**src/hw/rtl/wrdd_pkg.sv**
```systemverilog
package wrdd_pkg;

    localparam int PERIOD_DEF = 14;
    localparam int LAG_DEF    = 2;

    localparam int PRICE_W    = 24;
    localparam int SUM_W      = 30;
    localparam int AVG_W      = 40;
    localparam int FRAC_W     = 16;
    localparam int RSI_W      = 17;
    localparam int NUM_W      = AVG_W + RSI_W;
    localparam int DEN_W      = AVG_W + 1;
    localparam int DIV_W      = 48;
    localparam int DIV_DIGITS = 8;

    localparam logic [RSI_W-1:0] RSI_FULL = RSI_W'(102400);

    localparam int GAP_W   = 8;
    localparam int RUN_W   = 7;
    localparam int DAYS_W  = 8;
    localparam int CHAIN_W = 7;
    localparam logic [DAYS_W-1:0]  DAYS_MAX  = DAYS_W'(255);
    localparam logic [CHAIN_W-1:0] CHAIN_MAX = CHAIN_W'(64);
    localparam logic [GAP_W-1:0]   GAP_RST   = GAP_W'(7);
    localparam logic [RUN_W-1:0]   RUN_RST   = RUN_W'(3);

    localparam int CFG_IDX_W  = 2;
    localparam int CFG_DATA_W = 8;
    localparam logic [CFG_IDX_W-1:0] CFG_GAP_LIMIT  = CFG_IDX_W'(0);
    localparam logic [CFG_IDX_W-1:0] CFG_RUN_LENGTH = CFG_IDX_W'(1);

    localparam int CMD_DEPTH = 2;

    typedef logic [1:0] t_op;
    localparam t_op OP_WARM   = 2'd0;
    localparam t_op OP_SEED   = 2'd1;
    localparam t_op OP_SMOOTH = 2'd2;

    typedef struct packed {
        t_op                op;
        logic [SUM_W-1:0]   xg;
        logic [SUM_W-1:0]   xl;
        logic [PRICE_W-1:0] close;
        logic               check;
    } t_cmd;

    typedef struct packed {
        logic                  valid;
        logic [CFG_IDX_W-1:0]  index;
        logic [CFG_DATA_W-1:0] data;
    } t_cfg_wr;

    typedef struct packed {
        logic [RSI_W-1:0] rsi;
        logic             rsi_valid;
        logic             dis;
        logic             cons;
    } t_result;

endpackage

```
**src/hw/rtl/wrdd_front.sv**
```systemverilog
module wrdd_front #(
    parameter int PERIOD = wrdd_pkg::PERIOD_DEF,
    parameter int LAG    = wrdd_pkg::LAG_DEF
) (
    input  logic                         i_clk,
    input  logic                         i_rst_n,
    input  logic                         i_push,
    input  logic [wrdd_pkg::PRICE_W-1:0] i_close_price,
    input  logic                         i_fifo_full,
    output logic                         o_wr,
    output wrdd_pkg::t_cmd               o_cmd
);

    localparam int CNT_W = $clog2(PERIOD + LAG + 1);

    logic [CNT_W-1:0]             r_count;
    logic [wrdd_pkg::PRICE_W-1:0] r_last_close;
    logic [wrdd_pkg::SUM_W-1:0]   r_gain_sum;
    logic [wrdd_pkg::SUM_W-1:0]   r_loss_sum;

    logic [wrdd_pkg::PRICE_W-1:0] gain;
    logic [wrdd_pkg::PRICE_W-1:0] loss;
    logic [wrdd_pkg::SUM_W-1:0]   n_gain_sum;
    logic [wrdd_pkg::SUM_W-1:0]   n_loss_sum;

    assign o_wr = i_push && !i_fifo_full;

    always_comb begin
        gain = '0;
        loss = '0;
        if (r_count != '0) begin
            if (i_close_price > r_last_close) begin
                gain = i_close_price - r_last_close;
            end else begin
                loss = r_last_close - i_close_price;
            end
        end
        n_gain_sum = r_gain_sum + wrdd_pkg::SUM_W'(gain);
        n_loss_sum = r_loss_sum + wrdd_pkg::SUM_W'(loss);

        o_cmd.close = i_close_price;
        o_cmd.check = r_count >= CNT_W'(PERIOD + LAG);
        priority if (r_count < CNT_W'(PERIOD)) begin
            o_cmd.op = wrdd_pkg::OP_WARM;
            o_cmd.xg = '0;
            o_cmd.xl = '0;
        end else if (r_count == CNT_W'(PERIOD)) begin
            // sums of the first changes seed the averages
            o_cmd.op = wrdd_pkg::OP_SEED;
            o_cmd.xg = n_gain_sum;
            o_cmd.xl = n_loss_sum;
        end else begin
            o_cmd.op = wrdd_pkg::OP_SMOOTH;
            o_cmd.xg = wrdd_pkg::SUM_W'(gain);
            o_cmd.xl = wrdd_pkg::SUM_W'(loss);
        end
    end

    always_ff @(posedge i_clk) begin
        if (!i_rst_n) begin
            r_count      <= '0;
            r_last_close <= '0;
            r_gain_sum   <= '0;
            r_loss_sum   <= '0;
        end else if (o_wr) begin
            r_last_close <= i_close_price;
            if (r_count <= CNT_W'(PERIOD)) begin
                r_gain_sum <= n_gain_sum;
                r_loss_sum <= n_loss_sum;
            end
            if (r_count < CNT_W'(PERIOD + LAG)) begin
                r_count <= r_count + CNT_W'(1);
            end
        end
    end

endmodule

```
**src/hw/rtl/wrdd_fifo.sv**
```systemverilog
module wrdd_fifo (
    input  logic           i_clk,
    input  logic           i_rst_n,
    input  logic           i_wr,
    input  wrdd_pkg::t_cmd i_wdata,
    output logic           o_full,
    output logic           o_empty,
    input  logic           i_rd,
    output wrdd_pkg::t_cmd o_rdata
);

    localparam int DEPTH = wrdd_pkg::CMD_DEPTH;
    localparam int PTR_W = (DEPTH > 1) ? $clog2(DEPTH) : 1;
    localparam int CNT_W = $clog2(DEPTH + 1);

    wrdd_pkg::t_cmd   r_mem [DEPTH];
    logic [PTR_W-1:0] r_wptr;
    logic [PTR_W-1:0] r_rptr;
    logic [CNT_W-1:0] r_count;

    logic do_wr;
    logic do_rd;

    assign o_full  = r_count == CNT_W'(DEPTH);
    assign o_empty = r_count == '0;
    assign o_rdata = r_mem[r_rptr];
    assign do_wr   = i_wr && !o_full;
    assign do_rd   = i_rd && !o_empty;

    always_ff @(posedge i_clk) begin
        if (do_wr) begin
            r_mem[r_wptr] <= i_wdata;
        end
    end

    always_ff @(posedge i_clk) begin
        if (!i_rst_n) begin
            r_wptr  <= '0;
            r_rptr  <= '0;
            r_count <= '0;
        end else begin
            if (do_wr) begin
                r_wptr <= (r_wptr == PTR_W'(DEPTH - 1)) ? '0 : r_wptr + PTR_W'(1);
            end
            if (do_rd) begin
                r_rptr <= (r_rptr == PTR_W'(DEPTH - 1)) ? '0 : r_rptr + PTR_W'(1);
            end
            unique case ({do_wr, do_rd})
                2'b10:   r_count <= r_count + CNT_W'(1);
                2'b01:   r_count <= r_count - CNT_W'(1);
                default: r_count <= r_count;
            endcase
        end
    end

endmodule

```
**src/hw/rtl/wrdd_div.sv**
```systemverilog
module wrdd_div (
    input  logic                         i_clk,
    input  logic                         i_rst_n,
    input  logic                         i_start,
    input  logic [wrdd_pkg::NUM_W-1:0]   i_num,
    input  logic [wrdd_pkg::DEN_W-1:0]   i_den,
    output logic                         o_done,
    output logic [wrdd_pkg::RSI_W-1:0]   o_quot
);

    localparam int QW    = wrdd_pkg::RSI_W;
    localparam int DW    = wrdd_pkg::DEN_W;
    localparam int CNT_W = $clog2(QW);

    logic             r_busy;
    logic             r_done;
    logic [CNT_W-1:0] r_cnt;
    logic [DW-1:0]    r_rem;
    logic [QW-1:0]    r_q;
    logic [DW-1:0]    r_den;

    logic [DW:0] sh;
    logic [DW:0] diff;
    logic        ge;

    assign o_done = r_done;
    assign o_quot = r_q;

    // restoring division, one quotient bit a cycle; the quotient is known to fit in QW bits
    always_comb begin
        sh   = {r_rem, r_q[QW-1]};
        ge   = sh >= {1'b0, r_den};
        diff = sh - {1'b0, r_den};
    end

    always_ff @(posedge i_clk) begin
        if (i_start) begin
            r_rem <= DW'(i_num[wrdd_pkg::NUM_W-1:QW]);
            r_q   <= i_num[QW-1:0];
            r_den <= i_den;
        end else if (r_busy) begin
            r_rem <= ge ? diff[DW-1:0] : sh[DW-1:0];
            r_q   <= {r_q[QW-2:0], ge};
        end
    end

    always_ff @(posedge i_clk) begin
        if (!i_rst_n) begin
            r_busy <= 1'b0;
            r_done <= 1'b0;
            r_cnt  <= '0;
        end else begin
            r_done <= 1'b0;
            if (i_start) begin
                r_busy <= 1'b1;
                r_cnt  <= '0;
            end else if (r_busy) begin
                r_cnt <= r_cnt + CNT_W'(1);
                if (r_cnt == CNT_W'(QW - 1)) begin
                    r_busy <= 1'b0;
                    r_done <= 1'b1;
                end
            end
        end
    end

endmodule

```
**src/hw/rtl/wrdd_back.sv**
```systemverilog
module wrdd_back #(
    parameter int PERIOD = wrdd_pkg::PERIOD_DEF,
    parameter int LAG    = wrdd_pkg::LAG_DEF
) (
    input  logic              i_clk,
    input  logic              i_rst_n,
    input  wrdd_pkg::t_cfg_wr i_cfg,
    input  logic              i_fifo_empty,
    input  wrdd_pkg::t_cmd    i_cmd,
    output logic              o_fifo_rd,
    output logic              o_out_vld,
    output wrdd_pkg::t_result o_out,
    input  logic              i_pop
);

    localparam int RW       = $clog2(2 * PERIOD);
    localparam int CD_CYC   = wrdd_pkg::DIV_W / wrdd_pkg::DIV_DIGITS;
    localparam int CD_CNT_W = (CD_CYC > 1) ? $clog2(CD_CYC) : 1;
    localparam int AW       = wrdd_pkg::AVG_W;
    localparam int DVW      = wrdd_pkg::DIV_W;

    localparam logic [2:0] S_IDLE = 3'd0;
    localparam logic [2:0] S_MUL  = 3'd1;
    localparam logic [2:0] S_CDIV = 3'd2;
    localparam logic [2:0] S_RMUL = 3'd3;
    localparam logic [2:0] S_RDIV = 3'd4;
    localparam logic [2:0] S_FIN  = 3'd5;

    logic [2:0]                   r_state;
    wrdd_pkg::t_cmd               r_cmd;
    logic [CD_CNT_W-1:0]          r_cnt;
    logic [DVW-1:0]               r_dg;
    logic [DVW-1:0]               r_dl;
    logic [RW-1:0]                r_rg;
    logic [RW-1:0]                r_rl;
    logic [AW-1:0]                r_avg_g;
    logic [AW-1:0]                r_avg_l;
    logic [wrdd_pkg::RSI_W-1:0]   r_rsi;
    logic [wrdd_pkg::RSI_W-1:0]   r_rsi_hist   [LAG];
    logic [wrdd_pkg::PRICE_W-1:0] r_close_hist [LAG];
    logic [wrdd_pkg::DAYS_W-1:0]  r_days;
    logic [wrdd_pkg::CHAIN_W-1:0] r_chain;
    logic [wrdd_pkg::GAP_W-1:0]   r_gap_limit;
    logic [wrdd_pkg::RUN_W-1:0]   r_run_length;
    logic                         r_out_vld;
    wrdd_pkg::t_result            r_out;

    logic [DVW-1:0]               n_dg;
    logic [DVW-1:0]               n_dl;
    logic [RW-1:0]                n_rg;
    logic [RW-1:0]                n_rl;
    logic [DVW-1:0]               mul_g;
    logic [DVW-1:0]               mul_l;
    logic [RW-1:0]                tg;
    logic [RW-1:0]                tl;
    logic [wrdd_pkg::NUM_W-1:0]   rsi_num;
    logic [wrdd_pkg::DEN_W-1:0]   rsi_den;
    logic                         div_start;
    logic                         div_done;
    logic [wrdd_pkg::RSI_W-1:0]   div_quot;
    logic                         commit;
    logic                         rsi_up;
    logic                         close_up;
    logic                         dis;
    logic [wrdd_pkg::DAYS_W:0]    gap;
    logic [wrdd_pkg::CHAIN_W-1:0] n_chain;
    logic [wrdd_pkg::DAYS_W-1:0]  n_days;
    logic                         cons;

    assign o_fifo_rd = (r_state == S_IDLE) && !i_fifo_empty;
    assign o_out_vld = r_out_vld;
    assign o_out     = r_out;
    assign commit    = (r_state == S_FIN) && (!r_out_vld || i_pop);
    assign div_start = (r_state == S_RMUL) && (rsi_den != '0);

    // wilder step: ((period-1)*avg + x) / period, or the seed sum / period
    always_comb begin
        if (r_cmd.op == wrdd_pkg::OP_SEED) begin
            mul_g = DVW'(r_cmd.xg) << wrdd_pkg::FRAC_W;
            mul_l = DVW'(r_cmd.xl) << wrdd_pkg::FRAC_W;
        end else begin
            mul_g = DVW'(r_avg_g) * DVW'(PERIOD - 1) + (DVW'(r_cmd.xg) << wrdd_pkg::FRAC_W);
            mul_l = DVW'(r_avg_l) * DVW'(PERIOD - 1) + (DVW'(r_cmd.xl) << wrdd_pkg::FRAC_W);
        end
    end

    // divide by period, a byte of quotient per cycle on both lanes
    always_comb begin
        n_dg = r_dg;
        n_dl = r_dl;
        n_rg = r_rg;
        n_rl = r_rl;
        for (int i = 0; i < wrdd_pkg::DIV_DIGITS; i++) begin
            tg   = {n_rg[RW-2:0], n_dg[DVW-1]};
            tl   = {n_rl[RW-2:0], n_dl[DVW-1]};
            n_dg = {n_dg[DVW-2:0], 1'b0};
            n_dl = {n_dl[DVW-2:0], 1'b0};
            if (tg >= RW'(PERIOD)) begin
                tg      = tg - RW'(PERIOD);
                n_dg[0] = 1'b1;
            end
            if (tl >= RW'(PERIOD)) begin
                tl      = tl - RW'(PERIOD);
                n_dl[0] = 1'b1;
            end
            n_rg = tg;
            n_rl = tl;
        end
    end

    always_comb begin
        rsi_num = wrdd_pkg::NUM_W'(r_avg_g) * wrdd_pkg::NUM_W'(wrdd_pkg::RSI_FULL);
        rsi_den = wrdd_pkg::DEN_W'(r_avg_g) + wrdd_pkg::DEN_W'(r_avg_l);
    end

    wrdd_div u_div (
        .i_clk   (i_clk),
        .i_rst_n (i_rst_n),
        .i_start (div_start),
        .i_num   (rsi_num),
        .i_den   (rsi_den),
        .o_done  (div_done),
        .o_quot  (div_quot)
    );

    // trend checks and the disagreement chain
    always_comb begin
        rsi_up   = r_rsi > r_rsi_hist[LAG-1];
        close_up = r_cmd.close > r_close_hist[LAG-1];
        dis      = r_cmd.check && (rsi_up != close_up);
        gap      = {1'b0, r_days} + (wrdd_pkg::DAYS_W + 1)'(1);
        if (r_chain != '0 && gap <= {1'b0, r_gap_limit}) begin
            n_chain = (r_chain < wrdd_pkg::CHAIN_MAX) ? r_chain + wrdd_pkg::CHAIN_W'(1)
                                                      : r_chain;
        end else begin
            n_chain = wrdd_pkg::CHAIN_W'(1);
        end
        cons = dis && (n_chain >= r_run_length);
        if (dis) begin
            n_days = '0;
        end else if (r_cmd.check && r_days < wrdd_pkg::DAYS_MAX) begin
            n_days = r_days + wrdd_pkg::DAYS_W'(1);
        end else begin
            n_days = r_days;
        end
    end

    always_ff @(posedge i_clk) begin
        if (o_fifo_rd) begin
            r_cmd <= i_cmd;
        end
        unique case (r_state)
            S_MUL: begin
                r_dg <= mul_g;
                r_dl <= mul_l;
                r_rg <= '0;
                r_rl <= '0;
            end
            S_CDIV: begin
                r_dg <= n_dg;
                r_dl <= n_dl;
                r_rg <= n_rg;
                r_rl <= n_rl;
            end
            default: begin
            end
        endcase
        if (commit) begin
            r_out.rsi       <= r_rsi;
            r_out.rsi_valid <= r_cmd.op != wrdd_pkg::OP_WARM;
            r_out.dis       <= dis;
            r_out.cons      <= cons;
        end
    end

    always_ff @(posedge i_clk) begin
        if (!i_rst_n) begin
            r_state      <= S_IDLE;
            r_cnt        <= '0;
            r_avg_g      <= '0;
            r_avg_l      <= '0;
            r_rsi        <= '0;
            r_days       <= wrdd_pkg::DAYS_MAX;
            r_chain      <= '0;
            r_gap_limit  <= wrdd_pkg::GAP_RST;
            r_run_length <= wrdd_pkg::RUN_RST;
            r_out_vld    <= 1'b0;
            for (int k = 0; k < LAG; k++) begin
                r_rsi_hist[k]   <= '0;
                r_close_hist[k] <= '0;
            end
        end else begin
            if (i_cfg.valid) begin
                if (i_cfg.index == wrdd_pkg::CFG_GAP_LIMIT) begin
                    r_gap_limit <= i_cfg.data[wrdd_pkg::GAP_W-1:0];
                end else if (i_cfg.index == wrdd_pkg::CFG_RUN_LENGTH) begin
                    r_run_length <= i_cfg.data[wrdd_pkg::RUN_W-1:0];
                end
            end

            if (commit) begin
                r_out_vld <= 1'b1;
            end else if (i_pop) begin
                r_out_vld <= 1'b0;
            end

            unique case (r_state)
                S_IDLE: begin
                    if (o_fifo_rd) begin
                        r_cnt <= '0;
                        if (i_cmd.op == wrdd_pkg::OP_WARM) begin
                            r_rsi   <= '0;
                            r_state <= S_FIN;
                        end else begin
                            r_state <= S_MUL;
                        end
                    end
                end
                S_MUL: begin
                    r_state <= S_CDIV;
                end
                S_CDIV: begin
                    r_cnt <= r_cnt + CD_CNT_W'(1);
                    if (r_cnt == CD_CNT_W'(CD_CYC - 1)) begin
                        r_avg_g <= n_dg[AW-1:0];
                        r_avg_l <= n_dl[AW-1:0];
                        r_state <= S_RMUL;
                    end
                end
                S_RMUL: begin
                    if (rsi_den == '0) begin
                        // flat market reads as full scale
                        r_rsi   <= wrdd_pkg::RSI_FULL;
                        r_state <= S_FIN;
                    end else begin
                        r_state <= S_RDIV;
                    end
                end
                S_RDIV: begin
                    if (div_done) begin
                        r_rsi   <= div_quot;
                        r_state <= S_FIN;
                    end
                end
                S_FIN: begin
                    if (commit) begin
                        r_days  <= n_days;
                        if (dis) begin
                            r_chain <= n_chain;
                        end
                        r_rsi_hist[0]   <= r_rsi;
                        r_close_hist[0] <= r_cmd.close;
                        for (int k = 1; k < LAG; k++) begin
                            r_rsi_hist[k]   <= r_rsi_hist[k-1];
                            r_close_hist[k] <= r_close_hist[k-1];
                        end
                        r_state <= S_IDLE;
                    end
                end
                default: begin
                    r_state <= S_IDLE;
                end
            endcase
        end
    end

    a_cons_needs_dis: assert property (@(posedge i_clk) disable iff (!i_rst_n)
        r_out_vld && r_out.cons |-> r_out.dis)
        else $error("consecutive flag without disagreement");

    a_warm_quiet: assert property (@(posedge i_clk) disable iff (!i_rst_n)
        r_out_vld && !r_out.rsi_valid |-> (r_out.rsi == '0) && !r_out.dis)
        else $error("warm-up word carries rsi or flag");

    a_rsi_range: assert property (@(posedge i_clk) disable iff (!i_rst_n)
        r_out_vld |-> r_out.rsi <= wrdd_pkg::RSI_FULL)
        else $error("rsi above full scale");

    a_chain_sat: assert property (@(posedge i_clk) disable iff (!i_rst_n)
        r_chain <= wrdd_pkg::CHAIN_MAX)
        else $error("chain length past saturation");

    a_div_done_state: assert property (@(posedge i_clk) disable iff (!i_rst_n)
        div_done |-> r_state == S_RDIV)
        else $error("divider finished outside rsi divide state");

endmodule

```
**src/hw/rtl/wilder_rsi_divergence_detector.sv**
```systemverilog
// channel   direction  handshake                     payload
// input     in         push / full                   i_close_price
// result    out        empty / pop                   o_rsi_value, o_rsi_valid,
//                                                    o_disagreement, o_consecutive_disagreement
// config    in         i_cfg_valid / o_cfg_ready     i_cfg_index, i_cfg_data
//
// back end per word: a queue read, then a warm-up word goes straight to retire;
// a word with an rsi passes through read, multiply, the divide-by-period steps,
// divider setup, the serial rsi divider, retire.
// with both averages zero the rsi divider is skipped and the word goes on to retire.
// an unpopped result holds the back end in its retire cycle; the two-word command queue
// keeps taking input, full rises only when both slots are taken. reset is synchronous,
// active low; config writes are always ready.
module wilder_rsi_divergence_detector #(
    parameter int PERIOD = wrdd_pkg::PERIOD_DEF,
    parameter int LAG    = wrdd_pkg::LAG_DEF
) (
    input  logic                            i_clk,
    input  logic                            i_rst_n,
    input  logic                            push,
    output logic                            full,
    input  logic [wrdd_pkg::PRICE_W-1:0]    i_close_price,
    output logic                            empty,
    input  logic                            pop,
    output logic [wrdd_pkg::RSI_W-1:0]      o_rsi_value,
    output logic                            o_rsi_valid,
    output logic                            o_disagreement,
    output logic                            o_consecutive_disagreement,
    input  logic                            i_cfg_valid,
    output logic                            o_cfg_ready,
    input  logic [wrdd_pkg::CFG_IDX_W-1:0]  i_cfg_index,
    input  logic [wrdd_pkg::CFG_DATA_W-1:0] i_cfg_data
);

    logic              fifo_wr;
    logic              fifo_full;
    logic              fifo_empty;
    logic              fifo_rd;
    wrdd_pkg::t_cmd    cmd_in;
    wrdd_pkg::t_cmd    cmd_out;
    wrdd_pkg::t_cfg_wr cfg;
    logic              out_vld;
    wrdd_pkg::t_result out_word;

    assign full        = fifo_full;
    assign o_cfg_ready = 1'b1;
    assign cfg.valid   = i_cfg_valid;
    assign cfg.index   = i_cfg_index;
    assign cfg.data    = i_cfg_data;

    wrdd_front #(
        .PERIOD (PERIOD),
        .LAG    (LAG)
    ) u_front (
        .i_clk         (i_clk),
        .i_rst_n       (i_rst_n),
        .i_push        (push),
        .i_close_price (i_close_price),
        .i_fifo_full   (fifo_full),
        .o_wr          (fifo_wr),
        .o_cmd         (cmd_in)
    );

    wrdd_fifo u_fifo (
        .i_clk   (i_clk),
        .i_rst_n (i_rst_n),
        .i_wr    (fifo_wr),
        .i_wdata (cmd_in),
        .o_full  (fifo_full),
        .o_empty (fifo_empty),
        .i_rd    (fifo_rd),
        .o_rdata (cmd_out)
    );

    wrdd_back #(
        .PERIOD (PERIOD),
        .LAG    (LAG)
    ) u_back (
        .i_clk        (i_clk),
        .i_rst_n      (i_rst_n),
        .i_cfg        (cfg),
        .i_fifo_empty (fifo_empty),
        .i_cmd        (cmd_out),
        .o_fifo_rd    (fifo_rd),
        .o_out_vld    (out_vld),
        .o_out        (out_word),
        .i_pop        (pop)
    );

    assign empty                      = !out_vld;
    assign o_rsi_value                = out_word.rsi;
    assign o_rsi_valid                = out_word.rsi_valid;
    assign o_disagreement             = out_word.dis;
    assign o_consecutive_disagreement = out_word.cons;

endmodule
```
**config.mk**
```make
export PLATFORM = sky130hd
export DESIGN_NAME = wilder_rsi_divergence_detector
export DESIGN_NICKNAME = d
export VERILOG_FILES = /design/src/hw/rtl/wrdd_pkg.sv /design/src/hw/rtl/wrdd_front.sv /design/src/hw/rtl/wrdd_fifo.sv /design/src/hw/rtl/wrdd_div.sv /design/src/hw/rtl/wrdd_back.sv /design/src/hw/rtl/wilder_rsi_divergence_detector.sv
export SDC_FILE = /design/constraint.sdc
export NUM_CORES = 2
export LEC_CHECK = 0
export BUFFER_PORTS_ARGS = -buffer_cell sky130_fd_sc_hd__buf_2
export CORE_MARGIN = 8
export CORE_UTILIZATION = 51
export CTS_CLUSTER_SIZE = 40
export DETAILED_ROUTE_END_ITERATION = 6
export HOLD_SLACK_MARGIN = 0.15
export PLACE_DENSITY = 0.67
export SLEW_MARGIN = 20
export SYNTH_ARGS = -nofsm -noshare
export SYNTH_HDL_FRONTEND = slang
export SYNTH_SLANG_ARGS = --single-unit
```
**constraint.sdc**
```tcl
create_clock -name i_clk -period 13 [get_ports i_clk]
set_input_delay 0.65 -clock i_clk [delete_from_list [all_inputs] [get_ports i_clk]]
set_output_delay 0.65 -clock i_clk [all_outputs]
set_load 0.005 [all_outputs]
```
==> impl_metrics.json <==
{
  "status": "finished, final reports clean",
  "final_cell_mix": "inv_1, nand2_1, edfxtp_1",
  "hp-class": "in -> reg",
  "cp_common_cell": "ha_1",
  "crit_slowest_cell": "edfxtp_1",
  "avgSynthCellArea_um2": 9.43,
  "start_util_pct": 51.1,
  "drc": 0,
  "leakage_nw": 27.0,
  "hold_buffers": 0,
  "synth_warnings": 0,
  "rsz0062_at_grt": "false",
  "cts_buffer_depth": 3,
  "routed_wire_length_per_instance_um": 18.6,
  "rows": 122,
  "clock-sinks": 801,
  "core_area_um2": 110000,
  "vias": 42447,
  "cts_setup_buffers": 0,
  "finish.net_count": 6709,
  "ys.flop_type": "edfxtp_1",
  "skew_ns": 0.0481,
  "grt_pass1_wl_um": 225000,
  "power_density_nw_per_um2": 178,
  "cts_resized": 0,
  "total_power_mw": 10.9,
  "pin_count": 62,
  "m1WireLength_um": 63600,
  "worst_pin_slew_ns": 1.09,
  "fillers": 9864,
  "grt_usage_pct": 22.8,
  "port_buffers": 60,
  "place_inst": 7357,
  "dr.pass1.iters": 6,
  "cts_root_buf": "clkbuf_16",
  "hold_viol_final": 0,
  "cts_tree": "built",
  "irDropWorstVdd_mv": 0.244,
  "crit_fanout": 8,
  "setup_viol": 0,
  "fin_util_pct": 55.5,
  "die_y_um": 348,
  "dieArea_um2": 121000,
  "drt_iter0_drc": 3100,
  "clk_latency_ns": 0.68,
  "top_layer_used": "met4",
  "cpPeakStageDelay_ns": 0.48,
  "drv_slew": 0,
  "synth_edf_count": 553,
  "cp-end-kind": "flip-flop",
  "synth_cell_types": 110,
  "required_ns": 13.39,
  "place_congestion": 0.902,
  "max_cap_violations": 0,
  "final_common_cell": "inv_1",
  "regArea_um2": 21600,
  "start_kind": "flip-flop",
  "syn_inst": 5974,
  "viasPerCell": 5.64,
  "overflow": 0,
  "crit_arrival_ns": 8.96,
  "drive_gt1_share_pct": 6.79,
  "finalNonFillerCells": 7527,
  "wl_met3_um": 6290,
  "multi_input_area_um2": 31000,
  "grt_pass1_vias": 41189,
  "seq_area_frac_synth_pct": 38.3,
  "min_period_ns": 8.57,
  "final_antenna_net_count": 0,
  "dp_hpwl_um": 105000,
  "fmax_mhz": 117,
  "wl_um": 140000,
  "h-tree-depth": 3,
  "post-route-period-util_pct": 65.9,
  "syn2layout_area_growth_pct": 8.61,
  "async_reset_ff_share_pct": 0,
  "syn_nets": 6723,
  "grt_antenna_before_repair": 5,
  "synth_area_um2": 56400,
  "clk_pin_slew_ns": 0.06,
  "critPathKind": "reg -> reg",
  "ys_seq_elements": 801,
  "wl_met2_um": 65800,
  "finalSetupTns_ns": 0,
  "numCtsBuffers": 89,
  "grt_max_degree": 71,
  "slew_headroom_pct": 26.1,
  "chipWidth_um": 348
}
-- cells in the mapped netlist, drive strengths merged, types with 19 or more instances --
master | instances | area [um2]
mux2i | 99 | 1000
a21oi | 445 | 2230
nor2b | 61 | 382
xor2 | 96 | 841
nand2 | 590 | 2210
o21a | 55 | 413
buf | 29 | 169
a31oi | 48 | 300
fa | 169 | 3380
ha | 541 | 6770
dfxtp | 248 | 4960
o21ai | 305 | 1530
or4 | 19 | 143
nor3 | 104 | 556
and2 | 24 | 150
nor2 | 376 | 1410
o21bai | 30 | 225
inv | 820 | 3080
xnor2 | 171 | 1500
nor4 | 22 | 159
or3 | 49 | 307
o31ai | 26 | 195
and3 | 127 | 795
mux2 | 99 | 1110
o211ai | 22 | 170
clkbuf | 175 | 657
a21o | 122 | 916
edfxtp | 553 | 16600
nand4 | 40 | 250
nand2b | 60 | 375
a2111oi | 19 | 200
nand3 | 111 | 561
a211oi | 61 | 508
-- critical path: cells and delay by family (launching register included) --
kind | cells | cell delay (ns)
muxes | 3 | 0.71
adders and majority gates | 8 | 2.10
DFF | 1 | 0.48
buffers and inverters | 3 | 0.27
and+or+nand+nor | 4 | 1.22
AOI/OAI and AO/OA | 17 | 3.51
-- logic make-up after synthesis --
family	synth area share [%]
compound gates	15.0
flops	38.3
buf+inv	6.93
simple gates	13.8
xor+xnor	4.15
mux	3.76
other cells	0.00665
fa+ha+maj	18.0
-- sequential cells by signal (all words and copies together) (netlist names), 24 cells and up, named ones only --
register and flops:
u_front.r_last_close 24, u_back.u_div.r_den 41, u_back.r_avg_g 40, u_back.r_close_hist 48, u_back.r_dl 48, u_front.r_gain_sum 30
u_fifo.r_mem 174, u_back.u_div.r_rem 41, u_back.r_cmd 87, u_front.r_loss_sum 30, u_back.r_rsi_hist 34, u_back.r_avg_l 40
u_back.r_dg 48
-- through the flow --
step | area (um2) | hold slack, ns | setup slack (ns)
floorplan | 56400 | 0.422 | 1.91
global placement | 58100 | 0.443 | 4.35
detailed placement | 58100 | 0.442 | 4.30
CTS | 61200 | 0.153 | 4.58
global route | 61200 | 0.174 | 3.56
finish | 61200 | 0.201 | 4.43
-- worst paths after layout --
| kind | slack [ns] | startpoint | cells past startpoint | to |
|---|---|---|---|---|
| min reg2reg | 0.46 | u_back.r_rsi[0]$_SDFFE_PN0P_ | 0 | u_back.o_out[3]$_DFFE_PP_ |
| max reg2reg | 4.43 | u_back.r_rl[0]$_SDFFCE_PN0P_ | 35 | u_back.r_rl[2]$_SDFFCE_PN0P_ |
| min | 0.20 | i_close_price[9] | 1 | u_fifo.r_mem[1][10]$_DFFE_PP_ |
| max | 4.43 | u_back.r_rl[0]$_SDFFCE_PN0P_ | 35 | u_back.r_rl[2]$_SDFFCE_PN0P_ |
-- layer usage --
layer  track usage [%]  vias to the layer above
li1                  -                    20844
met1              30.9                    20376
met2              38.4                     1012
met3              2.43                      215
met4              7.04                        0
met5                 0                        -
-- final cells by class --
class                   count  area share, %
multi-input cells        4149           50.6
flip-flops and latches    801           35.2
inverters                 820           5.04
clock buffers             118           3.91
well taps                1488           3.04
clock inverters            49           1.15
repair buffers             99          0.973
diodes                      3         0.0123
-- power by group --
part	switching (mW)	internal (mW)	total [mW]
clock network	1.10	1.56	2.66
registers	0.369	3.39	3.76
logic	2.87	1.63	4.50
total	4.34	6.58	10.9
Note: power is estimated with default switching activity, not from simulation.
